## config.mk

```make
export PLATFORM = sky130hd
export DESIGN_NAME = brr_front
export DESIGN_NICKNAME = d
export VERILOG_FILES = /design/src/hw/rtl/bilinear_rgba_resampler_unit_assert.svh /design/src/hw/rtl/brr_pkg.sv /design/src/hw/rtl/brr_front.sv
export SDC_FILE = /design/constraint.sdc
export NUM_CORES = 2
export LEC_CHECK = 0
export BUFFER_PORTS_ARGS = -buffer_cell sky130_fd_sc_hd__clkbuf_2
export CAP_MARGIN = 20
export CELL_PAD_IN_SITES_DETAIL_PLACEMENT = 0
export CELL_PAD_IN_SITES_GLOBAL_PLACEMENT = 1
export CORE_MARGIN = 10
export CORE_UTILIZATION = 50
export CTS_CLUSTER_DIAMETER = 50
export DETAILED_ROUTE_END_ITERATION = 12
export HOLD_SLACK_MARGIN = 0.12
export PLACE_DENSITY_LB_ADDON = 0.05
export SLEW_MARGIN = 30
export SYNTH_ARGS = -nofsm -noshare
export SYNTH_HDL_FRONTEND = slang
export SYNTH_SLANG_ARGS = --single-unit
```

## constraint.sdc

```tcl
create_clock -name clk -period 17.8 [get_ports clk]
set_input_delay 1.78 -clock clk [delete_from_list [all_inputs] [get_ports clk]]
set_output_delay 1.78 -clock clk [all_outputs]
set_load 0.01 [all_outputs]
```

## src/hw/rtl/bilinear_rgba_resampler_unit_assert.svh

```systemverilog
// Assertion macros for the bilinear RGBA resampler.
// Included by the top level; expects clk and arst_n in scope.
`ifndef BILINEAR_RGBA_RESAMPLER_UNIT_ASSERT_SVH
`define BILINEAR_RGBA_RESAMPLER_UNIT_ASSERT_SVH

// A condition that must hold at every clock edge out of reset.
`define BRR_ASSERT_ALWAYS(label, cond, msg) \
	label: assert property (@(posedge clk) disable iff (!arst_n) (cond)) else $error(msg);

// An implication checked in the same cycle.
`define BRR_ASSERT_IMPLY(label, ante, cons, msg) \
	label: assert property (@(posedge clk) disable iff (!arst_n) (ante) |-> (cons)) \
		else $error(msg);

`endif

```

## src/hw/rtl/brr_pkg.sv

```systemverilog
// Shared constants, codes and stage payload types of the bilinear resampler.
// Depends on nothing; the interfaces and every RTL module but brr_ram import it.
`default_nettype none

package brr_pkg;

	localparam int unsigned MAX_SOURCE_WIDTH     = 256;
	localparam int unsigned MAX_SOURCE_HEIGHT    = 256;
	localparam int unsigned MAX_OUTPUT_DIMENSION = 4096;

	localparam int unsigned SRC_DIM_W   = 9;
	localparam int unsigned OUT_DIM_W   = 13;
	localparam int unsigned SRC_COORD_W = 8;
	localparam int unsigned OUT_COORD_W = 12;
	localparam int unsigned PIX_W       = 24;
	localparam int unsigned IN_PIX_W    = 32;
	localparam int unsigned CHAN_W      = 8;
	localparam int unsigned DEN_W       = OUT_DIM_W + 1;
	localparam int unsigned NUM_W       = 23;
	localparam int unsigned Q_W         = 8;
	localparam int unsigned HSUM_W      = 22;
	localparam int unsigned DSUM_W      = 2 * DEN_W - 1;
	localparam int unsigned ACC_W       = 35;
	localparam int unsigned BANK_DEPTH  = (MAX_SOURCE_WIDTH * MAX_SOURCE_HEIGHT) / 4;
	localparam int unsigned CFG_IDX_W   = 3;
	localparam int unsigned CFG_DATA_W  = 13;

	typedef enum logic {
		CMD_WRITE  = 1'b0,
		CMD_SAMPLE = 1'b1
	} cmd_t;

	typedef enum logic {
		FMT_RGBA = 1'b0,
		FMT_BGRA = 1'b1
	} fmt_t;

	typedef enum logic [1:0] {
		STATUS_OK         = 2'd0,
		STATUS_BAD_CONFIG = 2'd1,
		STATUS_BAD_COORD  = 2'd2
	} status_t;

	typedef enum logic [CFG_IDX_W-1:0] {
		REG_SOURCE_WIDTH  = 3'd0,
		REG_SOURCE_HEIGHT = 3'd1,
		REG_OUTPUT_WIDTH  = 3'd2,
		REG_OUTPUT_HEIGHT = 3'd3,
		REG_SOURCE_FORMAT = 3'd4
	} reg_idx_t;

	typedef struct packed {
		logic [SRC_DIM_W-1:0] src_w;
		logic [SRC_DIM_W-1:0] src_h;
		logic [OUT_DIM_W-1:0] out_w;
		logic [OUT_DIM_W-1:0] out_h;
		fmt_t                 fmt;
	} cfg_t;

	typedef struct packed {
		cmd_t                   cmd;
		logic [SRC_COORD_W-1:0] sx;
		logic [SRC_COORD_W-1:0] sy;
		logic [PIX_W-1:0]       pix;
		logic [OUT_COORD_W-1:0] ox;
		logic [OUT_COORD_W-1:0] oy;
	} in_item_t;

	// One axis of the coordinate map: running remainder, clamp limit, quotient.
	typedef struct packed {
		logic [NUM_W-1:0] num;
		logic [NUM_W-1:0] lim;
		logic [Q_W-1:0]   quo;
	} axis_t;

	typedef struct packed {
		cmd_t                   cmd;
		logic [SRC_COORD_W-1:0] sx;
		logic [SRC_COORD_W-1:0] sy;
		logic [PIX_W-1:0]       pix;
		status_t                status;
		axis_t                  ax;
		axis_t                  ay;
	} front_t;

	// Neighbour parities and weights that travel beside the bank read data.
	typedef struct packed {
		cmd_t             cmd;
		status_t          status;
		logic             x0p;
		logic             x1p;
		logic             y0p;
		logic             y1p;
		logic [DEN_W-1:0] fx;
		logic [DEN_W-1:0] fy;
	} mem_t;

	typedef struct packed {
		logic [CHAN_W-1:0] red;
		logic [CHAN_W-1:0] green;
		logic [CHAN_W-1:0] blue;
		status_t           status;
	} res_t;

endpackage

`default_nettype wire

```

## src/hw/rtl/brr_front.sv

```systemverilog
// Coordinate front end: status check, source position numerators and the
// pipelined division that yields the lower neighbour and the fraction. Uses brr_pkg.
`default_nettype none

module brr_front import brr_pkg::*; (
	input  logic     clk,
	input  logic     arst_n,
	input  cfg_t     cfg,
	input  logic     in_valid,
	input  in_item_t in_item,
	output logic     in_ready,
	output logic     out_valid,
	output front_t   out_item,
	input  logic     dn_en
);

	logic   v_s1, v_s2, v_s3, v_s4, v_s5, v_s6;
	front_t st_s1, st_s2, st_s3, st_s4, st_s5, st_s6;
	logic   en_s1, en_s2, en_s3, en_s4, en_s5, en_s6;

	logic [DEN_W-1:0] den_x, den_y;
	logic [NUM_W-1:0] a_x, a_y, top_x, top_y;
	logic             bad_cfg, bad_coord;
	front_t           nx_s1, nx_s2;

	// One restoring division step at quotient bit b.
	function automatic axis_t div_step(axis_t a, logic [DEN_W-1:0] den, logic [2:0] b);
		logic [NUM_W-1:0] d;
		axis_t            r;
		r = a;
		d = NUM_W'(den) << b;
		if (r.num >= d) begin
			r.num    = r.num - d;
			r.quo[b] = 1'b1;
		end
		return r;
	endfunction

	// Two quotient bits per stage, starting at bit hb.
	function automatic front_t div_two(front_t f, logic [DEN_W-1:0] dx, logic [DEN_W-1:0] dy,
		logic [2:0] hb);
		front_t r;
		r    = f;
		r.ax = div_step(div_step(f.ax, dx, hb), dx, hb - 3'd1);
		r.ay = div_step(div_step(f.ay, dy, hb), dy, hb - 3'd1);
		return r;
	endfunction

	assign den_x = {cfg.out_w, 1'b0};
	assign den_y = {cfg.out_h, 1'b0};

	// Stage 1: validity, (2o+1)*src and the upper clamp (src-1)*2*out.
	always_comb begin
		bad_cfg = (cfg.src_w == '0) || (cfg.src_h == '0) || (cfg.out_w == '0) ||
			(cfg.out_h == '0) ||
			(cfg.src_w > SRC_DIM_W'(MAX_SOURCE_WIDTH)) ||
			(cfg.src_h > SRC_DIM_W'(MAX_SOURCE_HEIGHT)) ||
			(cfg.out_w > OUT_DIM_W'(MAX_OUTPUT_DIMENSION)) ||
			(cfg.out_h > OUT_DIM_W'(MAX_OUTPUT_DIMENSION));
		bad_coord = ({1'b0, in_item.ox} >= cfg.out_w) || ({1'b0, in_item.oy} >= cfg.out_h);
		a_x   = NUM_W'({in_item.ox, 1'b1}) * NUM_W'(cfg.src_w);
		a_y   = NUM_W'({in_item.oy, 1'b1}) * NUM_W'(cfg.src_h);
		top_x = NUM_W'(cfg.src_w - 9'd1) * NUM_W'(den_x);
		top_y = NUM_W'(cfg.src_h - 9'd1) * NUM_W'(den_y);

		nx_s1.cmd    = in_item.cmd;
		nx_s1.sx     = in_item.sx;
		nx_s1.sy     = in_item.sy;
		nx_s1.pix    = in_item.pix;
		nx_s1.ax     = '{num: a_x, lim: top_x, quo: '0};
		nx_s1.ay     = '{num: a_y, lim: top_y, quo: '0};
		if (bad_cfg) begin
			nx_s1.status = STATUS_BAD_CONFIG;
		end else if (bad_coord) begin
			nx_s1.status = STATUS_BAD_COORD;
		end else begin
			nx_s1.status = STATUS_OK;
		end
	end

	// Stage 2: subtract out, floor at zero and clamp to the last source index.
	always_comb begin
		nx_s2 = st_s1;
		if (st_s1.ax.num <= NUM_W'(cfg.out_w)) begin
			nx_s2.ax.num = '0;
		end else begin
			nx_s2.ax.num = st_s1.ax.num - NUM_W'(cfg.out_w);
		end
		if (nx_s2.ax.num > st_s1.ax.lim) begin
			nx_s2.ax.num = st_s1.ax.lim;
		end
		if (st_s1.ay.num <= NUM_W'(cfg.out_h)) begin
			nx_s2.ay.num = '0;
		end else begin
			nx_s2.ay.num = st_s1.ay.num - NUM_W'(cfg.out_h);
		end
		if (nx_s2.ay.num > st_s1.ay.lim) begin
			nx_s2.ay.num = st_s1.ay.lim;
		end
	end

	// Each stage moves when it is empty or the next one moves.
	assign en_s6    = !v_s6 || dn_en;
	assign en_s5    = !v_s5 || en_s6;
	assign en_s4    = !v_s4 || en_s5;
	assign en_s3    = !v_s3 || en_s4;
	assign en_s2    = !v_s2 || en_s3;
	assign en_s1    = !v_s1 || en_s2;
	assign in_ready = en_s1;

	// Valid bits.
	always_ff @(posedge clk or negedge arst_n) begin
		if (!arst_n) begin
			v_s1 <= 1'b0;
			v_s2 <= 1'b0;
			v_s3 <= 1'b0;
			v_s4 <= 1'b0;
			v_s5 <= 1'b0;
			v_s6 <= 1'b0;
		end else begin
			if (en_s1) v_s1 <= in_valid;
			if (en_s2) v_s2 <= v_s1;
			if (en_s3) v_s3 <= v_s2;
			if (en_s4) v_s4 <= v_s3;
			if (en_s5) v_s5 <= v_s4;
			if (en_s6) v_s6 <= v_s5;
		end
	end

	// Payload; stages 3 to 6 each resolve two quotient bits.
	always_ff @(posedge clk) begin
		if (en_s1) st_s1 <= nx_s1;
		if (en_s2) st_s2 <= nx_s2;
		if (en_s3) st_s3 <= div_two(st_s2, den_x, den_y, 3'd7);
		if (en_s4) st_s4 <= div_two(st_s3, den_x, den_y, 3'd5);
		if (en_s5) st_s5 <= div_two(st_s4, den_x, den_y, 3'd3);
		if (en_s6) st_s6 <= div_two(st_s5, den_x, den_y, 3'd1);
	end

	assign out_valid = v_s6;
	assign out_item  = st_s6;

endmodule

`default_nettype wire

```

---- After elaboration in Yosys (flattened, before gate mapping) ----
Cells that the tools add are included.
cells by class
  magnitude comparators ................... 26
  add/sub/neg operators ................... 20
  reduce and logical (&&, ||, !) cells .... 24
  muxes and demuxes ....................... 29
  $mul .................................... 4
operators by type and width
  kind                                          count
  two-way mux 23 bit                            28
  greater-or-equal comparator 23 x 14 -> 1 bit  2
  greater-or-equal comparator 23 x 15 -> 1 bit  2
  greater-or-equal comparator 23 x 16 -> 1 bit  2
  greater-or-equal comparator 23 x 17 -> 1 bit  2
  greater-or-equal comparator 23 x 18 -> 1 bit  2
  greater-or-equal comparator 23 x 19 -> 1 bit  2
  greater-or-equal comparator 23 x 20 -> 1 bit  2
  greater-or-equal comparator 23 x 21 -> 1 bit  2
  > comparator 23 bit                           2
  multiplier 23 x 13 -> 22 bit                  2
  subtractor 22 x 13 -> 23 bit                  2
  subtractor 23 x 14 -> 23 bit                  2
  subtractor 23 x 15 -> 23 bit                  2
  subtractor 23 x 16 -> 23 bit                  2
  subtractor 23 x 17 -> 23 bit                  2
  subtractor 23 x 18 -> 23 bit                  2
  subtractor 23 x 19 -> 23 bit                  2
  subtractor 23 x 20 -> 23 bit                  2
  subtractor 23 x 21 -> 23 bit                  2
  less-or-equal comparator 22 x 13 -> 1 bit     2
  multiplier 13 x 9 -> 22 bit                   2
  greater-or-equal comparator 12 x 13 -> 1 bit  2
  > comparator 13 bit, second input constant    2
  other kinds (7)                               29
storage, ports and cells
  output and inout port bits .............. 153
  bits in registers ....................... 842
  logic and storage cells ................. 187
  bits of input ports ..................... 114

---- Logic depth before layout (Yosys ltp) ----
  depth in word-level cells ............... 8
  depth in mapped cells ................... 27

---- Least setup slack after synthesis ----
Ideal clock, no wire load.
  path kind ............................... input to output
  from .................................... in dn_en
  to ...................................... out in_ready
  arrival ................................. 9.481 ns
  required time ........................... 16.020 ns
  buffers on the path ..................... 0
  cell stages on the path ................. 4
  setup slack ............................. 6.539 ns
  cells stage by stage .................... nor2b_1 nand3_1 nor2_1 nand3_1
on the way
  cells in the longest elaborated chain, start to end .. 6
RTL lines
  element             line              source
  start: declaration  brr_front.sv:14   input logic dn_en
  logical OR 1 bit    brr_front.sv:103  assign en_s6 = !v_s6 || dn_en;
  logical OR 1 bit    brr_front.sv:104  assign en_s5 = !v_s5 || en_s6;
  logical OR 1 bit    brr_front.sv:105  assign en_s4 = !v_s4 || en_s5;
  via en_s4           brr_front.sv:19   logic en_s1, en_s2, en_s3, en_s4, en_s5, en_s6;
  logical OR 1 bit    brr_front.sv:106  assign en_s3 = !v_s3 || en_s4;
  logical OR 1 bit    brr_front.sv:107  assign en_s2 = !v_s2 || en_s3;
  logical OR 1 bit    brr_front.sv:108  assign en_s1 = !v_s1 || en_s2;
  end: declaration    brr_front.sv:11   output logic in_ready,
The timed path passes the listed nets, and every way through them passes these cells.

==> run summary <==
In this run the horizontal extent of the chip is 366 µm. Once the floorplan was initialized, standard cells occupied 50.5% of the core. The run gives 134,000 µm² as the area enclosed by the die boundary. The aggregate negative setup slack is 0 ns. met2 is the most crowded layer. The violation count after the first detailed-routing iteration is 2,522, and the detail-routed via count per cell is 5.37. The arrival time at the worst endpoint was 8.89 ns. Of all nets on the critical path, the largest fanout is 25. The logs give 3 for the maximum root-to-sink buffer count and 6,701 for the number of nets in the layout. Once placement completed, the tool counted placed cells totaling 7,191. The number of placed I/O pins was 267; the via count was 39,600. Setup repair after global routing left no endpoint under its margin.

Compared with the post-synthesis result, the final layout area differs by 11.2%. The part of the cycle the worst path needs was 47.6%; the global routing usage summed across all routing layers was 21.2%. In the layout the commonest cells are 836 x edfxtp_1, 710 x inv_1, 474 x ha_1.

The tools report the total number of clock tree sinks as 842. The cell area after placement is 63,200 µm², and the distinct cell type count of the synthesized netlist is 88. For this run, design rule violations remaining after detail routing come to 0. The number of global-route vias before repair was 39,300; the global-route wire length before repair was 226 mm. The run gives 111 mm as the detailed placer's ending HPWL.

The flow ran to the end, and the final reports show no timing, DRC or antenna violations. With fillers left out, the area of the finished cells amounts to 66,500 µm². The setup path with the least slack is of type in -> reg. For this run, asynchronously set or reset flops after synthesis account for 0.713%.

Post-CTS repair changed the size of 0 cells. Critical path capture point type: a flip-flop. Data on the critical path is required at its endpoint by 18.23 ns. Counting flops and latches in the post-synthesis netlist gives 842. The run gives 0 as the number of endpoints failing setup at the final stage. Dividing total power by cell area gives a power density of 202 nW/µm².

After synthesis, flip-flops and latches occupy 42.2% of the total area. Counting every instance in the synthesized netlist gives 5,396. The global placer's final weighted congestion was 0.878; the leakage power figure was 28.8 nW. The clock period minus worst slack came out at 8.46 ns. The deepest level of the CTS H-tree came out at 3. For the number of hold-slack violations in the final timing report, the log shows 0.

For this run, the slowest stage of the critical path takes 0.70 ns. The core area is 118,000 µm², and the pin count of the biggest net entering global routing is 98. The floorplan step set the die height to 366 µm. After global routing the overflow that remains totals 0. The global routing usage on met2 came out at 33.6%. For the final wirelength, the log shows 144 mm. The standard cell with the maximum stage delay on the critical path is xor2_1. The fraction of final layout cells sized beyond drive strength 1 works out to 11.3%. The number of input and output port buffers inserted is 263.

The worst slew slack as a fraction of its limit was 35.6%; the insertion delay of the later-clocked pin in the worst-skew pair was 0.71 ns. In the global route stage, met3 resource usage came out at 2.70%. The clock slew seen by the registers of the worst setup and hold paths is 0.06 ns, and the setup clock skew after layout is 0.0286 ns. In the global route stage, met1 resource usage came out at 31.0%. The number of diodes added for antenna fixing is 0, and the count of buffers added by post-CTS timing repair for setup is 0. During synthesis, Yosys emitted a total of 0 warnings. Once routing completed, OpenROAD measured the worst setup slack at 9.34 ns. TritonCTS built the clock tree. The tools report the post-placement setup slack as 8.59 ns.

Excluding fillers, the count of instances in the completed layout stands at 7,376. The worst hold path belongs to the class reg -> reg. The tool flagged a number of max-cap violations equal to 0. The number of enable flip-flop cells after synthesis is 836, and the length of the first detailed-routing pass in iterations is 5. The actual slew at the worst max-slew pin is 0.959 ns, and the routed length per instance is 19.5 µm. The run gives 0.406 ns as the post-route worst hold slack.

The number of routed nets with antenna violations was 0; the post-synthesis instance area was 59,800 µm². Among all flip-flop cells after synthesis, the most frequent one is edfxtp_1. The run gives 0 as the final number of max-transition violations.

Leaving out fill and tap cells, the most frequent cell in the layout is edfxtp_1. For the standard-cell row count, the log shows 126. In this run, post-CTS hold repair placed 0 buffers. The tools report the type of origin of the critical path as an input port. The initial antenna violation count is 2, and the average instance area after synthesis is 11.1 µm². Clock tree synthesis inserted a total of 98 buffers. CTS placed an instance of clkbuf_16 at the clock tree root. For this run, the top clock speed supported by timing is 118 MHz.

Maximum VDD drop: 98.8 µV.
[layer usage]
layer	routed length, µm	up-vias
met5	0	-
met4	2520	0
met3	6260	151
met2	65600	842
met1	69200	19300
li1	-	19300
[logic make-up after synthesis]
| kind of cell | synth area share (%) |
|---|---|
| mux | 2.54 |
| xor+xnor | 4.57 |
| flops | 42.2 |
| fa+ha+maj | 24.0 |
| simple gates | 11.8 |
| buf+inv | 5.39 |
| compound gates | 9.39 |
| other cells | 0.00627 |
[synthesized netlist by cell type, types with 31 or more instances]
| master | n | share of area (%) |
|---|---|---|
| nand4_1 | 47 | 0.49 |
| nand3_1 | 66 | 0.55 |
| o21a_1 | 66 | 0.83 |
| a21o_1 | 90 | 1.1 |
| nor2b_1 | 59 | 0.62 |
| clkbuf_1 | 107 | 0.67 |
| nand2_1 | 454 | 2.8 |
| mux2_2 | 106 | 2.0 |
| edfxtp_1 | 836 | 42 |
| and2_1 | 116 | 1.2 |
| nor3_1 | 94 | 0.79 |
| nor2_1 | 404 | 2.5 |
| ha_1 | 474 | 9.9 |
| or3_1 | 31 | 0.32 |
| nor4_1 | 47 | 0.49 |
| inv_1 | 712 | 4.5 |
| xnor2_1 | 212 | 3.1 |
| fa_1 | 422 | 14 |
| nand2b_1 | 62 | 0.65 |
| o21ai_0 | 205 | 1.7 |
| xor2_1 | 100 | 1.5 |
| a21oi_1 | 255 | 2.1 |
[critical path: cells and delay by family]
kind | cells | cell delay [ns]
fa+ha+maj | 7 | 2.86
compound gates | 7 | 1.74
buf+inv | 8 | 1.13
xor+xnor | 2 | 0.80
simple gates | 3 | 0.54
[state kept, by name (all words and copies together), names as in the netlist]
name       flops
v_s2           1
nx_s2         87
out_item     149
v_s5           1
st_s1         44
st_s4        141
out_valid      1
st_s3        137
st_s2        133
v_s1           1
v_s3           1
v_s4           1
st_s5        145
[path summary, 6_finish.rpt]
path,from,endpoint,slack (ns),cells after the start
worst max-delay path,cfg[36],nx_s2[83],9.34,27
worst min-delay path,st_s2[26],st_s3[26],0.41,0
worst max register to register,st_s4[90],st_s5[106],11.29,20
worst min register to register,st_s2[26],st_s3[26],0.41,0
max in group asynchronous,arst_n,v_s4,16.73,1
min in group asynchronous,arst_n,v_s5,0.91,1
[area by class of cell]
| type | count | area (µm²) |
|---|---|---|
| multi-input combinational | 3705 | 31400 |
| sequential | 842 | 25300 |
| clock buffer | 107 | 2490 |
| clock inverter | 78 | 823 |
| inverter | 724 | 2730 |
| timing repair buffer | 320 | 1740 |
| fill | 10300 | 51900 |
| tap | 1600 | 2000 |
[through the flow]
step	util (%)	total power, mW
detailed placement	53.3	11.5
floorplan	-	9.54
global placement	53.3	11.4
CTS	56.1	13.5
finish	56.1	13.5
global route	56.1	14.7
[where the power goes]
group / internal, mW / total (mW) / switching, mW
logic: 3.30 / 7.61 / 4.31
registers: 3.44 / 3.83 / 0.388
clock network: 1.16 / 2.01 / 0.852
No activity file was read; power rests on OpenSTA's default activity.
